### config.mk
export PLATFORM = sky130hd
export DESIGN_NAME = bridge_adc_serial_reader_flat
export DESIGN_NICKNAME = d
export VERILOG_FILES = /design/src/bsr_pkg.sv /design/src/bsr_if.sv /design/src/bsr_divider.sv /design/src/bridge_adc_serial_reader.sv /design/src/flat_wrapper.sv
export VERILOG_INCLUDE_DIRS = /design/src /design/src/src
export SDC_FILE = /design/constraint.sdc
export NUM_CORES = 1
export LEC_CHECK = 0
export BUFFER_PORTS_ARGS = -buffer_cell sky130_fd_sc_hd__buf_2
export CORE_MARGIN = 2
export CORE_UTILIZATION = 34
export DETAILED_ROUTE_END_ITERATION = 16
export PLACE_DENSITY = 0.56
export SLEW_MARGIN = 20
export SYNTH_ARGS = -nofsm -noshare
export SYNTH_HDL_FRONTEND = slang
export SYNTH_HIERARCHICAL = 1
export SYNTH_SLANG_ARGS = --single-unit
export TNS_END_PERCENT = 20
### constraint.sdc
create_clock -name clock -period 6.4 [get_ports clock]
set_input_delay 0 -clock clock [delete_from_list [all_inputs] [get_ports clock]]
set_output_delay 0 -clock clock [all_outputs]
set_load 0.02 [all_outputs]
### src/bridge_adc_serial_reader_assert.svh
// Assertion macros for the bridge converter readout block.
`ifndef BRIDGE_ADC_SERIAL_READER_ASSERT_SVH
`define BRIDGE_ADC_SERIAL_READER_ASSERT_SVH
`ifndef NO_ASSERTIONS
`define BSR_ASSERT(lbl, clk, rst, prop) \
   lbl: assert property (@(posedge clk) disable iff (rst) prop) \
      else $error("bsr assertion failed");
`define BSR_ASSERT_ALWAYS(lbl, clk, prop) \
   lbl: assert property (@(posedge clk) prop) \
      else $error("bsr assertion failed");
`else
`define BSR_ASSERT(lbl, clk, rst, prop)
`define BSR_ASSERT_ALWAYS(lbl, clk, prop)
`endif
`endif

### src/bsr_pkg.sv
// Package with types, constants and helpers of the bridge converter readout block.
`default_nettype none
package bsr_pkg;
   localparam int CHANNELS   = 4;
   localparam int DATA_BITS  = 24;
   localparam int VAL_W      = 48;
   localparam int SCALE_W    = 32;
   localparam int SUM_W      = 32;
   localparam int AVG_W      = 25;
   localparam int DIFF_W     = 26;
   localparam int NUM_W      = 57;
   localparam int DIV_CNT_W  = $clog2(NUM_W);
   localparam int ELAPSED_W  = 11;
   localparam int BITCNT_W   = 5;

   localparam logic [ELAPSED_W-1:0] ELAPSED_MAX  = 11'd2047;
   localparam logic [ELAPSED_W-1:0] LIM_FAST     = 11'd20;
   localparam logic [ELAPSED_W-1:0] LIM_SLOW     = 11'd150;
   localparam logic [ELAPSED_W-1:0] LIM_FAST_CAL = 11'd150;
   localparam logic [ELAPSED_W-1:0] LIM_SLOW_CAL = 11'd850;
   localparam logic [ELAPSED_W-1:0] SETTLE_FAST  = 11'd55;
   localparam logic [ELAPSED_W-1:0] SETTLE_SLOW  = 11'd405;

   localparam logic [2:0] CMD_NONE    = 3'd0;
   localparam logic [2:0] CMD_AVERAGE = 3'd1;
   localparam logic [2:0] CMD_OFFSET  = 3'd2;
   localparam logic [2:0] CMD_UNITS   = 3'd3;
   localparam logic [2:0] CMD_TARE    = 3'd4;

   localparam logic [1:0] ERR_OK         = 2'd0;
   localparam logic [1:0] ERR_TIMEOUT_HI = 2'd1;
   localparam logic [1:0] ERR_TIMEOUT_LO = 2'd2;
   localparam logic [1:0] ERR_DIV_ZERO   = 2'd3;

   localparam logic [2:0] CSR_SPEED  = 3'd0;
   localparam logic [2:0] CSR_GAIN   = 3'd1;
   localparam logic [2:0] CSR_POWER  = 3'd2;
   localparam logic [2:0] CSR_SCALE1 = 3'd3;
   localparam logic [2:0] CSR_SCALE4 = 3'd6;

   typedef enum logic [2:0] {
      PH_IDLE, PH_WAIT_HI, PH_WAIT_LO, PH_CLK_HI, PH_CLK_LO
   } seq_phase_type;

   typedef enum logic [2:0] {
      CS_STEP, CS_AVG_GO, CS_AVG_WAIT, CS_UNIT_GO, CS_UNIT_WAIT
   } ctl_state_type;

   typedef struct packed {
      logic              sclk_level;
      logic              sel_a0;
      logic              sel_a1;
      logic [1:0]        gain_pins;
      logic              speed_pin;
      logic              power_pin;
      logic              busy_res;
      logic              done_res;
      logic [1:0]        error_code;
      logic [VAL_W-1:0]  result_value;
   } rsp_item_type;

   function automatic logic [ELAPSED_W-1:0] base_limit(input logic fast, input logic cal);
      logic [ELAPSED_W-1:0] lim;
      if (cal) begin
         lim = fast ? LIM_FAST_CAL : LIM_SLOW_CAL;
      end else begin
         lim = fast ? LIM_FAST : LIM_SLOW;
      end
      return lim;
   endfunction
endpackage
`default_nettype wire

### src/bsr_if.sv
// Channel interfaces of the bridge converter readout block.
`default_nettype none
interface bsr_req_if;
   logic       valid;
   logic       ready;
   logic [2:0] command;
   logic       dout_level;
   logic       ms_tick;
   logic [2:0] channel;
   logic       calibrating;
   logic [7:0] sample_count;
   modport source (output valid, command, dout_level, ms_tick, channel, calibrating,
                   sample_count, input ready);
   modport sink (input valid, command, dout_level, ms_tick, channel, calibrating,
                 sample_count, output ready);
endinterface

interface bsr_rsp_if;
   logic        valid;
   logic        ready;
   logic        sclk_level;
   logic        sel_a0;
   logic        sel_a1;
   logic [1:0]  gain_pins;
   logic        speed_pin;
   logic        power_pin;
   logic        busy_res;
   logic        done_res;
   logic [1:0]  error_code;
   logic signed [47:0] result_value;
   modport source (output valid, sclk_level, sel_a0, sel_a1, gain_pins, speed_pin,
                   power_pin, busy_res, done_res, error_code, result_value, input ready);
   modport sink (input valid, sclk_level, sel_a0, sel_a1, gain_pins, speed_pin,
                 power_pin, busy_res, done_res, error_code, result_value, output ready);
endinterface

interface bsr_csr_if;
   logic        valid;
   logic        ready;
   logic [2:0]  index;
   logic [31:0] data;
   modport source (output valid, index, data, input ready);
   modport sink (input valid, index, data, output ready);
endinterface
`default_nettype wire

### src/bsr_divider.sv
// Bit-serial restoring divider, one quotient bit per cycle.
`default_nettype none
module bsr_divider
   import bsr_pkg::*;
(
   input  wire logic               clock,
   input  wire logic               reset,
   input  wire logic               start,
   input  wire logic [NUM_W-1:0]   dividend,
   input  wire logic [SCALE_W-1:0] divisor,
   output logic                    busy,
   output logic                    done,
   output logic [NUM_W-1:0]        quotient
);
   logic [NUM_W-1:0]     quo_ff, quo_in;
   logic [SCALE_W:0]     rem_ff, rem_in;
   logic [SCALE_W-1:0]   dvs_ff;
   logic [DIV_CNT_W-1:0] cnt_ff;
   logic                 busy_ff, done_ff;
   logic [SCALE_W:0]     rem_shift;
   logic [SCALE_W+1:0]   trial;
   logic                 ge;

   always_comb begin
      rem_shift = {rem_ff[SCALE_W-1:0], quo_ff[NUM_W-1]};
      trial     = {1'b0, rem_shift} - {2'b00, dvs_ff};
      ge        = !trial[SCALE_W+1];
      rem_in    = ge ? trial[SCALE_W:0] : rem_shift;
      quo_in    = {quo_ff[NUM_W-2:0], ge};
   end

   always_ff @(posedge clock) begin
      if (reset) begin
         busy_ff <= 1'b0;
         done_ff <= 1'b0;
         cnt_ff  <= '0;
      end else begin
         done_ff <= !start && busy_ff && (cnt_ff == DIV_CNT_W'(NUM_W - 1));
         if (start) begin
            busy_ff <= 1'b1;
            cnt_ff  <= '0;
            quo_ff  <= dividend;
            rem_ff  <= '0;
            dvs_ff  <= divisor;
         end else if (busy_ff) begin
            quo_ff  <= quo_in;
            rem_ff  <= rem_in;
            cnt_ff  <= cnt_ff + 1'b1;
            busy_ff <= (cnt_ff != DIV_CNT_W'(NUM_W - 1));
         end
      end
   end

   assign busy     = busy_ff;
   assign done     = done_ff;
   assign quotient = quo_ff;
endmodule
`default_nettype wire

### src/bridge_adc_serial_reader.sv
// An accepted slot's result is registered and offered in the next cycle; a slot that
// ends a request first goes through the average division and, for units, the units
// division. One slot a cycle, except while the serial divider works on a finish or a
// result waits unaccepted. Reset clears the sequencer, offsets, channel memory and
// restores register defaults. Top level of the bridge converter readout block.
`default_nettype none
`include "bridge_adc_serial_reader_assert.svh"
module bridge_adc_serial_reader
   import bsr_pkg::*;
(
   input wire logic clock,
   input wire logic reset,
   bsr_req_if.sink   req_if,
   bsr_rsp_if.source rsp_if,
   bsr_csr_if.sink   csr_if
);
   logic                 speed_ff, power_ff;
   logic [1:0]           gain_ff;
   logic [SCALE_W-1:0]   scale_ff [CHANNELS];
   logic signed [DATA_BITS-1:0] offs_ff [CHANNELS];

   seq_phase_type        phase_ff, phase_in;
   ctl_state_type        ctl_ff, ctl_in;
   logic [2:0]           last_ch_ff, last_ch_in;
   logic [DATA_BITS-1:0] shift_ff, shift_in;
   logic [BITCNT_W-1:0]  bitcnt_ff, bitcnt_in;
   logic [ELAPSED_W-1:0] elapsed_ff, elapsed_in, limit_ff, limit_in;
   logic signed [SUM_W-1:0] sum_ff, sum_in;
   logic [7:0]           samples_ff, samples_in;
   logic [2:0]           lat_cmd_ff, lat_cmd_in, lat_ch_ff, lat_ch_in;
   logic                 lat_cal_ff, lat_cal_in;
   logic [7:0]           lat_cnt_ff, lat_cnt_in;
   logic signed [DIFF_W-1:0] diff_ff;

   rsp_item_type         rsp_ff, step_item;
   logic                 rsp_valid_ff, rsp_valid_in;
   logic                 req_fire, rsp_fire, finish;
   logic [BITCNT_W-1:0]  bit_next;
   logic [ELAPSED_W-1:0] el_inc;
   logic [1:0]           pin_idx, lat_idx;

   logic                 div_start, div_busy, div_done;
   logic [NUM_W-1:0]     div_dividend, div_q;
   logic [SCALE_W-1:0]   div_divisor;
   logic [SUM_W-1:0]     sum_mag;
   logic [DIFF_W-1:0]    diff_mag;
   logic signed [AVG_W-1:0]  avg;
   logic signed [DIFF_W-1:0] diff;
   logic signed [VAL_W-1:0]  units;

   assign req_fire = req_if.valid && req_if.ready;
   assign rsp_fire = rsp_if.valid && rsp_if.ready;
   assign lat_idx  = 2'(lat_ch_ff - 3'd1);
   assign csr_if.ready = 1'b1;

   // sequencer step for one pin slot
   always_comb begin
      phase_in   = phase_ff;
      last_ch_in = last_ch_ff;
      shift_in   = shift_ff;
      bitcnt_in  = bitcnt_ff;
      elapsed_in = elapsed_ff;
      limit_in   = limit_ff;
      sum_in     = sum_ff;
      samples_in = samples_ff;
      lat_cmd_in = lat_cmd_ff;
      lat_ch_in  = lat_ch_ff;
      lat_cal_in = lat_cal_ff;
      lat_cnt_in = lat_cnt_ff;
      finish     = 1'b0;
      step_item  = '0;
      bit_next   = bitcnt_ff + 1'b1;
      el_inc     = (elapsed_ff < ELAPSED_MAX) ? elapsed_ff + 1'b1 : elapsed_ff;
      if (!power_ff) begin
         step_item.sclk_level = 1'b1;
         step_item.busy_res   = (phase_ff != PH_IDLE);
      end else begin
         case (phase_ff)
            PH_IDLE: begin
               if (req_if.command >= CMD_AVERAGE && req_if.command <= CMD_TARE &&
                   req_if.channel >= 3'd1 && req_if.channel <= 3'(CHANNELS)) begin
                  lat_cmd_in = req_if.command;
                  lat_ch_in  = req_if.channel;
                  lat_cal_in = req_if.calibrating;
                  lat_cnt_in = req_if.sample_count;
                  step_item.busy_res = 1'b1;
                  if (req_if.sample_count == 8'd0) begin
                     step_item.done_res   = 1'b1;
                     step_item.error_code = ERR_DIV_ZERO;
                  end else begin
                     limit_in = base_limit(speed_ff, req_if.calibrating);
                     if (req_if.channel != last_ch_ff) begin
                        limit_in = limit_in + (speed_ff ? SETTLE_FAST : SETTLE_SLOW);
                     end
                     last_ch_in = req_if.channel;
                     samples_in = '0;
                     sum_in     = '0;
                     elapsed_in = '0;
                     phase_in   = PH_WAIT_HI;
                  end
               end
            end
            PH_WAIT_HI, PH_WAIT_LO: begin
               step_item.busy_res = 1'b1;
               if (req_if.dout_level == (phase_ff == PH_WAIT_HI)) begin
                  elapsed_in = '0;
                  if (phase_ff == PH_WAIT_HI) begin
                     phase_in = PH_WAIT_LO;
                  end else begin
                     phase_in  = PH_CLK_HI;
                     bitcnt_in = '0;
                     shift_in  = '0;
                  end
               end else if (req_if.ms_tick) begin
                  elapsed_in = el_inc;
                  if (el_inc > limit_ff) begin
                     step_item.done_res   = 1'b1;
                     step_item.error_code = (phase_ff == PH_WAIT_HI) ? ERR_TIMEOUT_HI
                                                                     : ERR_TIMEOUT_LO;
                     phase_in = PH_IDLE;
                  end
               end
            end
            PH_CLK_HI: begin
               step_item.busy_res   = 1'b1;
               step_item.sclk_level = 1'b1;
               phase_in = PH_CLK_LO;
            end
            PH_CLK_LO: begin
               step_item.busy_res = 1'b1;
               if (bitcnt_ff < BITCNT_W'(DATA_BITS)) begin
                  shift_in = {shift_ff[DATA_BITS-2:0], req_if.dout_level};
               end
               bitcnt_in = bit_next;
               if (bit_next < BITCNT_W'(DATA_BITS) + (lat_cal_ff ? 5'd2 : 5'd1)) begin
                  phase_in = PH_CLK_HI;
               end else begin
                  sum_in     = sum_ff + SUM_W'(signed'(shift_in));
                  samples_in = samples_ff + 1'b1;
                  if (samples_in < lat_cnt_ff) begin
                     limit_in   = base_limit(speed_ff, lat_cal_ff);
                     elapsed_in = '0;
                     phase_in   = PH_WAIT_HI;
                  end else begin
                     step_item.done_res = 1'b1;
                     finish   = 1'b1;
                     phase_in = PH_IDLE;
                  end
               end
            end
            default: begin
               phase_in = PH_IDLE;
            end
         endcase
      end
      pin_idx = (last_ch_in != 3'd0) ? 2'(last_ch_in - 3'd1) : 2'd0;
      step_item.sel_a0    = pin_idx[0];
      step_item.sel_a1    = pin_idx[1];
      step_item.gain_pins = gain_ff;
      step_item.speed_pin = speed_ff;
      step_item.power_pin = power_ff;
   end

   // finish arithmetic around the divider
   always_comb begin
      sum_mag  = sum_ff[SUM_W-1] ? SUM_W'(-sum_ff) : SUM_W'(sum_ff);
      avg      = sum_ff[SUM_W-1] ? -signed'(div_q[AVG_W-1:0]) : signed'(div_q[AVG_W-1:0]);
      diff     = DIFF_W'(avg) - DIFF_W'(offs_ff[lat_idx]);
      diff_mag = diff_ff[DIFF_W-1] ? DIFF_W'(-diff_ff) : DIFF_W'(diff_ff);
      if (!diff_ff[DIFF_W-1]) begin
         units = (div_q > NUM_W'({1'b0, {(VAL_W-1){1'b1}}})) ? {1'b0, {(VAL_W-1){1'b1}}}
                                                               : signed'(div_q[VAL_W-1:0]);
      end else begin
         units = (div_q > NUM_W'({1'b1, {(VAL_W-1){1'b0}}})) ? {1'b1, {(VAL_W-1){1'b0}}}
                                                               : -signed'(div_q[VAL_W-1:0]);
      end
   end

   always_comb begin
      ctl_in = ctl_ff;
      case (ctl_ff)
         CS_STEP:      if (req_fire && finish) ctl_in = CS_AVG_GO;
         CS_AVG_GO:    ctl_in = CS_AVG_WAIT;
         CS_AVG_WAIT: begin
            if (div_done) begin
               ctl_in = (lat_cmd_ff == CMD_UNITS && scale_ff[lat_idx] != '0) ? CS_UNIT_GO
                                                                             : CS_STEP;
            end
         end
         CS_UNIT_GO:   ctl_in = CS_UNIT_WAIT;
         CS_UNIT_WAIT: if (div_done) ctl_in = CS_STEP;
         default:      ctl_in = CS_STEP;
      endcase
   end

   always_comb begin
      div_start    = (ctl_ff == CS_AVG_GO) || (ctl_ff == CS_UNIT_GO);
      div_dividend = NUM_W'(sum_mag);
      div_divisor  = SCALE_W'(lat_cnt_ff);
      if (ctl_ff == CS_UNIT_GO) begin
         div_dividend = {diff_mag[NUM_W-SCALE_W-1:0], {SCALE_W{1'b0}}};
         div_divisor  = scale_ff[lat_idx];
      end
      req_if.ready = (ctl_ff == CS_STEP) && (!rsp_valid_ff || rsp_if.ready);
      rsp_valid_in = rsp_valid_ff;
      if (rsp_fire) rsp_valid_in = 1'b0;
      if (req_fire) rsp_valid_in = !finish;
      if (ctl_ff == CS_AVG_WAIT && div_done &&
          !(lat_cmd_ff == CMD_UNITS && scale_ff[lat_idx] != '0)) begin
         rsp_valid_in = 1'b1;
      end
      if (ctl_ff == CS_UNIT_WAIT && div_done) rsp_valid_in = 1'b1;
   end

   bsr_divider u_div (
      .clock    (clock),
      .reset    (reset),
      .start    (div_start),
      .dividend (div_dividend),
      .divisor  (div_divisor),
      .busy     (div_busy),
      .done     (div_done),
      .quotient (div_q)
   );

   always_ff @(posedge clock) begin
      if (reset) begin
         speed_ff     <= 1'b1;
         gain_ff      <= 2'd3;
         power_ff     <= 1'b1;
         for (int i = 0; i < CHANNELS; i++) begin
            scale_ff[i] <= SCALE_W'(65536);
            offs_ff[i]  <= '0;
         end
         phase_ff     <= PH_IDLE;
         ctl_ff       <= CS_STEP;
         last_ch_ff   <= '0;
         shift_ff     <= '0;
         bitcnt_ff    <= '0;
         elapsed_ff   <= '0;
         limit_ff     <= '0;
         sum_ff       <= '0;
         samples_ff   <= '0;
         lat_cmd_ff   <= '0;
         lat_ch_ff    <= '0;
         lat_cal_ff   <= 1'b0;
         lat_cnt_ff   <= '0;
         rsp_valid_ff <= 1'b0;
      end else begin
         ctl_ff       <= ctl_in;
         rsp_valid_ff <= rsp_valid_in;
         if (csr_if.valid) begin
            case (csr_if.index)
               CSR_SPEED: speed_ff <= csr_if.data[0];
               CSR_GAIN:  gain_ff  <= csr_if.data[1:0];
               CSR_POWER: power_ff <= csr_if.data[0];
               default: begin
                  if (csr_if.index >= CSR_SCALE1 && csr_if.index <= CSR_SCALE4) begin
                     scale_ff[2'(csr_if.index - CSR_SCALE1)] <= csr_if.data;
                  end
               end
            endcase
         end
         if (req_fire) begin
            phase_ff   <= phase_in;
            last_ch_ff <= last_ch_in;
            shift_ff   <= shift_in;
            bitcnt_ff  <= bitcnt_in;
            elapsed_ff <= elapsed_in;
            limit_ff   <= limit_in;
            sum_ff     <= sum_in;
            samples_ff <= samples_in;
            lat_cmd_ff <= lat_cmd_in;
            lat_ch_ff  <= lat_ch_in;
            lat_cal_ff <= lat_cal_in;
            lat_cnt_ff <= lat_cnt_in;
            rsp_ff     <= step_item;
         end
         if (ctl_ff == CS_AVG_WAIT && div_done) begin
            diff_ff <= diff;
            case (lat_cmd_ff)
               CMD_OFFSET: begin
                  rsp_ff.result_value <= VAL_W'(diff);
               end
               CMD_UNITS: begin
                  if (scale_ff[lat_idx] == '0) begin
                     rsp_ff.error_code   <= ERR_DIV_ZERO;
                     rsp_ff.result_value <= '0;
                  end
               end
               CMD_TARE: begin
                  offs_ff[lat_idx]    <= avg[DATA_BITS-1:0];
                  rsp_ff.result_value <= VAL_W'(avg);
               end
               default: begin
                  rsp_ff.result_value <= VAL_W'(avg);
               end
            endcase
         end
         if (ctl_ff == CS_UNIT_WAIT && div_done) begin
            rsp_ff.result_value <= units;
         end
      end
   end

   assign rsp_if.valid        = rsp_valid_ff;
   assign rsp_if.sclk_level   = rsp_ff.sclk_level;
   assign rsp_if.sel_a0       = rsp_ff.sel_a0;
   assign rsp_if.sel_a1       = rsp_ff.sel_a1;
   assign rsp_if.gain_pins    = rsp_ff.gain_pins;
   assign rsp_if.speed_pin    = rsp_ff.speed_pin;
   assign rsp_if.power_pin    = rsp_ff.power_pin;
   assign rsp_if.busy_res     = rsp_ff.busy_res;
   assign rsp_if.done_res     = rsp_ff.done_res;
   assign rsp_if.error_code   = rsp_ff.error_code;
   assign rsp_if.result_value = signed'(rsp_ff.result_value);

   `BSR_ASSERT(a_err_zero_val, clock, reset, rsp_valid_ff && rsp_ff.error_code != ERR_OK |-> rsp_ff.result_value == '0)
   `BSR_ASSERT(a_done_busy, clock, reset, rsp_valid_ff && rsp_ff.done_res |-> rsp_ff.busy_res)
   `BSR_ASSERT(a_div_owner, clock, reset, div_busy |-> (ctl_ff == CS_AVG_WAIT || ctl_ff == CS_UNIT_WAIT))
   `BSR_ASSERT_ALWAYS(a_reset_clear, clock, reset |=> !rsp_valid_ff && ctl_ff == CS_STEP)
endmodule
`default_nettype wire

### src/flat_wrapper.sv
// flat-port wrapper written by rule: the top's interface ports become plain ports
module bridge_adc_serial_reader_flat import bsr_pkg::*;
  (clock, reset, req_if_valid, req_if_command, req_if_dout_level, req_if_ms_tick, req_if_channel, req_if_calibrating, req_if_sample_count, req_if_ready, rsp_if_valid, rsp_if_sclk_level, rsp_if_sel_a0, rsp_if_sel_a1, rsp_if_gain_pins, rsp_if_speed_pin, rsp_if_power_pin, rsp_if_busy_res, rsp_if_done_res, rsp_if_error_code, rsp_if_result_value, rsp_if_ready, csr_if_valid, csr_if_index, csr_if_data, csr_if_ready);
  bsr_req_if req_if_i ();
  bsr_rsp_if rsp_if_i ();
  bsr_csr_if csr_if_i ();
  input wire logic clock;
  input wire logic reset;
  input wire logic [$bits(req_if_i.valid)-1:0] req_if_valid;
  input wire logic [$bits(req_if_i.command)-1:0] req_if_command;
  input wire logic [$bits(req_if_i.dout_level)-1:0] req_if_dout_level;
  input wire logic [$bits(req_if_i.ms_tick)-1:0] req_if_ms_tick;
  input wire logic [$bits(req_if_i.channel)-1:0] req_if_channel;
  input wire logic [$bits(req_if_i.calibrating)-1:0] req_if_calibrating;
  input wire logic [$bits(req_if_i.sample_count)-1:0] req_if_sample_count;
  output wire logic [$bits(req_if_i.ready)-1:0] req_if_ready;
  output wire logic [$bits(rsp_if_i.valid)-1:0] rsp_if_valid;
  output wire logic [$bits(rsp_if_i.sclk_level)-1:0] rsp_if_sclk_level;
  output wire logic [$bits(rsp_if_i.sel_a0)-1:0] rsp_if_sel_a0;
  output wire logic [$bits(rsp_if_i.sel_a1)-1:0] rsp_if_sel_a1;
  output wire logic [$bits(rsp_if_i.gain_pins)-1:0] rsp_if_gain_pins;
  output wire logic [$bits(rsp_if_i.speed_pin)-1:0] rsp_if_speed_pin;
  output wire logic [$bits(rsp_if_i.power_pin)-1:0] rsp_if_power_pin;
  output wire logic [$bits(rsp_if_i.busy_res)-1:0] rsp_if_busy_res;
  output wire logic [$bits(rsp_if_i.done_res)-1:0] rsp_if_done_res;
  output wire logic [$bits(rsp_if_i.error_code)-1:0] rsp_if_error_code;
  output wire logic [$bits(rsp_if_i.result_value)-1:0] rsp_if_result_value;
  input wire logic [$bits(rsp_if_i.ready)-1:0] rsp_if_ready;
  input wire logic [$bits(csr_if_i.valid)-1:0] csr_if_valid;
  input wire logic [$bits(csr_if_i.index)-1:0] csr_if_index;
  input wire logic [$bits(csr_if_i.data)-1:0] csr_if_data;
  output wire logic [$bits(csr_if_i.ready)-1:0] csr_if_ready;
  assign req_if_i.valid = req_if_valid;
  assign req_if_i.command = req_if_command;
  assign req_if_i.dout_level = req_if_dout_level;
  assign req_if_i.ms_tick = req_if_ms_tick;
  assign req_if_i.channel = req_if_channel;
  assign req_if_i.calibrating = req_if_calibrating;
  assign req_if_i.sample_count = req_if_sample_count;
  assign req_if_ready = req_if_i.ready;
  assign rsp_if_valid = rsp_if_i.valid;
  assign rsp_if_sclk_level = rsp_if_i.sclk_level;
  assign rsp_if_sel_a0 = rsp_if_i.sel_a0;
  assign rsp_if_sel_a1 = rsp_if_i.sel_a1;
  assign rsp_if_gain_pins = rsp_if_i.gain_pins;
  assign rsp_if_speed_pin = rsp_if_i.speed_pin;
  assign rsp_if_power_pin = rsp_if_i.power_pin;
  assign rsp_if_busy_res = rsp_if_i.busy_res;
  assign rsp_if_done_res = rsp_if_i.done_res;
  assign rsp_if_error_code = rsp_if_i.error_code;
  assign rsp_if_result_value = rsp_if_i.result_value;
  assign rsp_if_i.ready = rsp_if_ready;
  assign csr_if_i.valid = csr_if_valid;
  assign csr_if_i.index = csr_if_index;
  assign csr_if_i.data = csr_if_data;
  assign csr_if_ready = csr_if_i.ready;
  bridge_adc_serial_reader u_core (.clock(clock), .reset(reset), .req_if(req_if_i), .rsp_if(rsp_if_i), .csr_if(csr_if_i));
endmodule
==> impl_metrics.env, run 1 <==
export IMPL_synth_warnings=6
export IMPL_critPathKind="register to register"
export IMPL_grt_max_degree=77
export IMPL_io_pin_count=119
export IMPL_status="finished, final reports clean"
export IMPL_fin_setup_tns_ns=0
export IMPL_grt_overflow_total=0
export IMPL_postSynthCellCount=3213
export IMPL_synth_top_cell_area_share_pct=39.5
export IMPL_skew_ns=0.0221
export IMPL_cts_repair_resized=0
export IMPL_cts_max_path_buffers=3
export IMPL_finalMaxSlewViolations=0
export IMPL_synth_top_cell_by_area="edfxtp_1"
export IMPL_wl_um=94300
export IMPL_synth_area_leaders="edfxtp_1, dfxtp_1, ha_1"
export IMPL_synth_edf_count=430
export IMPL_cap_violations=0
export IMPL_hpwlAfterDp_um=64100
export IMPL_syn_area_per_cell_um2=10.2
export IMPL_cts_clk_slew_worst_paths_ns=0.06
export IMPL_fmax_mhz=176
export IMPL_postPlaceCellArea_mm2=0.0346
export IMPL_syn_area_mm2=0.0327
export IMPL_hold_class="primary input to register"
export IMPL_clockRootBuffer="clkbuf_16"
export IMPL_max_slew_margin_pct=25.7
export IMPL_p_per_area_mw_per_mm2=227
export IMPL_die_w_um=314
export IMPL_synth_seq_cells=557
export IMPL_fill_cells=9271
export IMPL_async_flop_share_pct=0
export IMPL_cts_tree="done"
export IMPL_total_leakage_power_uw=0.0143
export IMPL_std_cell_rows=113
export IMPL_ys_top_cells_by_count="edfxtp_1, nor2_1, nand2_1, a21oi_1, o21ai_0"
export IMPL_max_slew_worst_pin_slew_ns=1.11
export IMPL_crit_fanout=23
export IMPL_hold_violations=0
export IMPL_area_growth_pct=14.3
export IMPL_worst_endpoint_arrival_ns=6.00
export IMPL_port_buffers=117
export IMPL_drc=0
export IMPL_globalplace_congestion=0.881
export IMPL_min_period_over_period_pct=88.9
export IMPL_vias=25039
export IMPL_synth_cell_types=87
export IMPL_avgViaCountPerCell=5.39
export IMPL_peakVddDrop_mv=0.156
export IMPL_drt_initial_drc_count=2013
export IMPL_track_usage_pct=18.9
export IMPL_setup_viol=0
export IMPL_required_ns=6.71
export IMPL_grt_pass1_vias=23945
export IMPL_chipHeight_um=314
export IMPL_numCtsBuffers=68
export IMPL_end_kind="register"
export IMPL_r2r_start="u_core/u_div/quotient[0]$_DFFE_PP_"
export IMPL_synthesis_nets=3404
export IMPL_routedWlPerCell_um=20.3
export IMPL_cp_start_kind="register"
export IMPL_seq_area_frac_synth_pct=47.3
export IMPL_start_util_pct=34.4
export IMPL_final_nets=3516
export IMPL_rsz0062_at_grt="false"
export IMPL_grt_pass1_wl_um=145000
export IMPL_clock_latency_ns=0.62
export IMPL_min_from="req_if_valid"
export IMPL_drive_gt1_share_pct=14.0
export IMPL_antenna_found_initial=2
export IMPL_cts_num_sinks=557
export IMPL_htreeDepth=3
export IMPL_ys_flop_type="edfxtp_1"
export IMPL_ant_nets=0
export IMPL_coreArea_mm2=0.0952
export IMPL_fin_area_mm2=0.0374
export IMPL_period_minus_slack_ns=5.69
export IMPL_die_area_mm2=0.0987
export IMPL_dr_pass1_iters=7
export IMPL_synth_most_common_cell="edfxtp_1"
export IMPL_crit_start="u_core/u_div/quotient[0]$_DFFE_PP_"
[layout by cell type (no fill, tap or decap), types with 21 or more instances in the layout]
cell type      count
edfxtp_1         430
nor2_1           338
nand2_1          272
a21oi_1          209
o21ai_0          147
inv_1            143
ha_1             131
dfxtp_1          124
buf_2            116
and2_1           110
xor2_1           103
mux2_2            81
and3_1            78
clkbuf_16         71
nand3_1           71
xnor2_1           66
dlygate4sd3_1     57
mux4_2            56
buf_4             50
nor3_1            46
a22oi_1           43
or3_1             42
a21o_1            42
o31ai_1           35
mux2i_1           32
nand4_1           32
nor4_1            30
nand3b_1          24
a31oi_1           22
nand2b_1          22
nor2b_1           21
[report_power, final]
part	internal, uW	total, uW	switching (uW)
registers	4010	4080	67.4
logic	232	622	390
clock network	2240	3800	1560
[final timing paths]
kind | end | slack, ns | cells after the start
setup / recovery | u_core/rsp_if.result_value[44]$_DFFE_PN_ | 0.71 | 19
hold / removal | u_core/last_ch_ff[1]$_SDFFE_PP0P_ | 0.08 | 4
setup reg to reg | u_core/rsp_if.result_value[44]$_DFFE_PN_ | 0.71 | 19
hold reg to reg | u_core/rsp_if.gain_pins[0]$_DFFE_PP_ | 0.43 | 0
[metal layers]
metal  GRT usage (%)  part of all wire, %  up-vias
met5               0                    0        -
met4            4.72                  1.9        0
met3            2.81                  6.2      108
met2            30.0                   46      698
met1            26.9                   46    12200
li1                -                    -    12033
[registers in the layout, summed over array words and instances, names as in the netlist, 8 cells and up]
signal                      cells
u_core/u_div/rem_ff            32
u_core/diff_ff                 26
u_core/u_div/quotient          57
u_core/lat_cnt_ff               8
u_core/limit_ff                11
u_core/elapsed_ff              11
u_core/u_div/dvs_ff            32
u_core/samples_ff               8
u_core/shift_ff                24
u_core/offs_ff                 96
u_core/sum_ff                  32
u_core/rsp_if.result_value     48
u_core/scale_ff               128
[worst max-delay path, cell delays in order (launching register included)]
cell and delay (ns):
edfxtp_1 0.52, inv_1 0.24, ha_1 0.31, nand3_1 0.22
or4_1 0.53, or3_1 0.35, nand2_1 0.09, xor2_1 0.47
inv_1 0.10, ha_1 0.41, nand4_1 0.14, nor2_1 0.26
nand4_1 0.13, a21oi_1 0.19, nor2_1 0.09, o21ai_0 0.42
a31oi_1 0.20, a311oi_4 0.22, buf_4 0.36, a22oi_1 0.13
[final cells by class]
| cell class | count | area, um^2 | area share, % |
|---|---|---|---|
| flip-flops and latches | 557 | 15500 | 41.4 |
| multi-input cells | 2329 | 16000 | 42.9 |
| repair buffers | 225 | 1560 | 4.18 |
| diodes | 3 | 7.51 | 0.0201 |
| well taps | 1265 | 1580 | 4.24 |
| clock inverters | 29 | 293 | 0.784 |
| clock buffers | 91 | 1880 | 5.04 |
| inverters | 144 | 543 | 1.45 |
[per-stage QoR]
stage / power [uW] / std cells / hold WS, ns / setup WS [ns] / util, %
2_1_floorplan: 4500 / 3213 / 0.0793 / 0.460 / -
4_1_cts: 8600 / 4639 / 0.0164 / 0.784 / 39.2
3_3_place_gp: 4740 / 4462 / 0.248 / 0.953 / 36.4
6_report: 8500 / 4643 / 0.0792 / 0.709 / 39.3
3_5_place_dp: 4740 / 4462 / 0.264 / 0.816 / 36.4
5_1_grt: 8790 / 4641 / 0.0693 / 0.243 / 39.3
[logic make-up after synthesis]
kind of cell / count (synthesis) / share of synthesized area (%)
and+or+nand+nor: 1154 / 17.3
AOI/OAI and AO/OA: 702 / 14.1
DFF: 557 / 47.3
buffers and inverters: 327 / 4.04
xor gates and xnor gates: 169 / 4.53
muxes: 169 / 7.63
adders and majority gates: 134 / 5.20
other: 1 / 0.0115
[repair_timing]
| action | CTS | global route |
|---|---|---|
| hold buffers | 57 | 0 |
| setup buffers | 0 | 0 |
| endpoints found under the setup margin | 0 | 0 |
| endpoints found under the hold margin | 162 | 0 |
No activity file was read; power rests on OpenSTA's default activity.
==> run 2: changes to the inputs <==
--- a/config.mk
+++ b/config.mk
@@ -7,10 +7,12 @@
 export NUM_CORES = 1
 export LEC_CHECK = 0
 export BUFFER_PORTS_ARGS = -buffer_cell sky130_fd_sc_hd__buf_2
+export CELL_PAD_IN_SITES_DETAIL_PLACEMENT = 1
+export CELL_PAD_IN_SITES_GLOBAL_PLACEMENT = 2
 export CORE_MARGIN = 2
 export CORE_UTILIZATION = 34
 export DETAILED_ROUTE_END_ITERATION = 16
-export PLACE_DENSITY = 0.56
+export PLACE_DENSITY = 0.75
 export SLEW_MARGIN = 20
 export SYNTH_ARGS = -nofsm -noshare
 export SYNTH_HDL_FRONTEND = slang
==> run 2 against run 1 <==
  * Critical path depth rose by 1
  * First-iteration DRC count decreased by 22%
  * Routed wire length is 9.7% higher
  * Critical endpoint is now u_core/rsp_if.result_value[41]$_DFFE_PN_
  * Setup slack improved by 0.31 ns
  * Clock skew shrank 0.00069 ns
  * Core utilization up 0.18 points
==> impl_metrics.env, run 2 (synthesis gave the netlist of run 1 again) <==
export IMPL_grt_overflow_total=0
export IMPL_fill_cells=10641
export IMPL_ant_nets=0
export IMPL_final_setup_worst_slack_ns=1.02
export IMPL_postPlaceCellArea_mm2=0.0346
export IMPL_die_area_mm2=0.0987
export IMPL_port_buffers=117
export IMPL_grt_pass1_vias=26012
export IMPL_worstPathCellList="inv_1 > ha_1 > nand3_1 > or4_1 > or3_1 > nand2_1 > xor2_1 > buf_4 > inv_1 > ha_1 > nand4_1 > nor2_1 > nand4_1 > a21oi_1 > nor2_1 > o21ai_0 > a31oi_1 > a311oi_4 > buf_4 > a22oi_1"
export IMPL_worst_endpoint_arrival_ns=5.72
export IMPL_cts_num_sinks=557
export IMPL_hold_class="primary input to register"
export IMPL_hold_violations=0
export IMPL_vias=25395
export IMPL_cts_tree="done"
export IMPL_clock_latency_ns=0.62
export IMPL_fin_area_mm2=0.0375
export IMPL_largest_reg_flops=128
export IMPL_peakVddDrop_mv=0.186
export IMPL_antenna_found_initial=2
export IMPL_holdBufCountCts=68
export IMPL_final_cell_mix="edfxtp_1, nor2_1, nand2_1"
export IMPL_finalMaxSlewViolations=0
export IMPL_fin_setup_tns_ns=0
export IMPL_skew_ns=0.0214
export IMPL_critical_path_top_delay_family="simple AND/OR/NAND/NOR gates"
export IMPL_crit_buf_inv=4
export IMPL_total_leakage_power_uw=0.0144
export IMPL_area_growth_pct=14.8
export IMPL_cts_clk_slew_worst_paths_ns=0.06
export IMPL_fmax_mhz=186
export IMPL_io_pin_count=119
export IMPL_required_ns=6.74
export IMPL_chipHeight_um=314
export IMPL_cts_max_path_buffers=3
export IMPL_drt_initial_drc_count=1577
export IMPL_slowest_delay_ns=0.55
export IMPL_p_per_area_mw_per_mm2=230
export IMPL_numCtsBuffers=67
export IMPL_htreeDepth=3
export IMPL_coreArea_mm2=0.0952
export IMPL_grt_pass1_wl_um=160000
export IMPL_cts_repair_resized=0
export IMPL_dr_pass1_iters=7
export IMPL_status="finished, final reports clean"
export IMPL_globalplace_congestion=0.854
export IMPL_max_slew_worst_pin_slew_ns=1.08
export IMPL_crit_fanout=23
export IMPL_post_cts_setup_buffers=0
export IMPL_cap_violations=0
export IMPL_start_util_pct=34.4
export IMPL_avgViaCountPerCell=5.46
export IMPL_rsz0062_at_grt="false"
export IMPL_max_slew_margin_pct=28.3
export IMPL_place_ws_ns=1.03
export IMPL_std_cell_rows=113
export IMPL_grt_max_degree=119
export IMPL_cp_start_kind="register"
export IMPL_die_w_um=314
export IMPL_slowest_stage="or4_1"
export IMPL_hpwlAfterDp_um=71700
export IMPL_period_minus_slack_ns=5.38
export IMPL_track_usage_pct=20.8
export IMPL_drive_gt1_share_pct=14.3
export IMPL_end_kind="register"
export IMPL_clockRootBuffer="clkbuf_16"
export IMPL_layout_commonest_cell="edfxtp_1"
export IMPL_routedWlPerCell_um=22.2
export IMPL_drc=0
export IMPL_top_register="u_core/scale_ff"
export IMPL_wl_um=103000
export IMPL_setup_viol=0
export IMPL_final_nets=3528
export IMPL_r2r_setup_slack_ns=1.02
export IMPL_min_period_over_period_pct=84.1
export IMPL_critPathKind="register to register"
==> run 2: report_power, final <==
| part | internal (uW) | leakage [uW] | switching (uW) |
|---|---|---|---|
| sequential | 4010 | 0.00516 | 63.9 |
| combinational | 238 | 0.00816 | 409 |
| clock | 2310 | 0.00107 | 1590 |
==> run 2: final timing paths <==
kind / to / start / depth (start not counted)
max: u_core/rsp_if.result_value[41]$_DFFE_PN_ / u_core/u_div/quotient[0]$_DFFE_PP_ / 20
min: u_core/lat_cmd_ff[2]$_SDFFE_PP0P_ / req_if_command[2] / 4
min reg2reg: u_core/rsp_if.gain_pins[1]$_DFFE_PP_ / u_core/gain_ff[1]$_SDFFE_PP1P_ / 0
max reg2reg: u_core/rsp_if.result_value[41]$_DFFE_PN_ / u_core/u_div/quotient[0]$_DFFE_PP_ / 20
==> run 2: per-layer routing <==
layer / routed length [um] / global-route usage (%)
met5: 13 / 0
met4: 2150 / 5.71
met3: 4380 / 2.81
met2: 48700 / 34.2
met1: 48100 / 28.8
==> run 2: through the flow <==
step           hold slack (ns)  utilization, %  power (uW)  std cells
2_1_floorplan           0.0793               -        4500       3213
3_3_place_gp             0.309            36.4        4750       4465
3_5_place_dp             0.317            36.4        4760       4465
4_1_cts                  0.185            39.4        8730       4652
5_1_grt                  0.238            39.4        8920       4653
6_report                 0.225            39.4        8620       4653
==> run 2: final cells by class <==
class / count / area (um^2) / share of cell area [%]
multi-input cells: 2329 / 16000 / 42.7
flip-flops and latches: 557 / 15500 / 41.2
clock buffers: 82 / 1820 / 4.84
repair buffers: 238 / 1690 / 4.51
well taps: 1265 / 1580 / 4.22
inverters: 144 / 543 / 1.45
clock inverters: 37 / 388 / 1.03
diodes: 1 / 2.50 / 0.00667
==> run 2: worst reg2reg max path, stage by stage (launching register included) <==
cell and delay [ns]:
edfxtp_1 0.52, inv_1 0.22, ha_1 0.30, nand3_1 0.24, or4_1 0.55, or3_1 0.36, nand2_1 0.09, xor2_1 0.15
buf_4 0.16, inv_1 0.05, ha_1 0.37, nand4_1 0.14, nor2_1 0.24, nand4_1 0.13, a21oi_1 0.20, nor2_1 0.10
o21ai_0 0.37, a31oi_1 0.20, a311oi_4 0.22, buf_4 0.36, a22oi_1 0.14
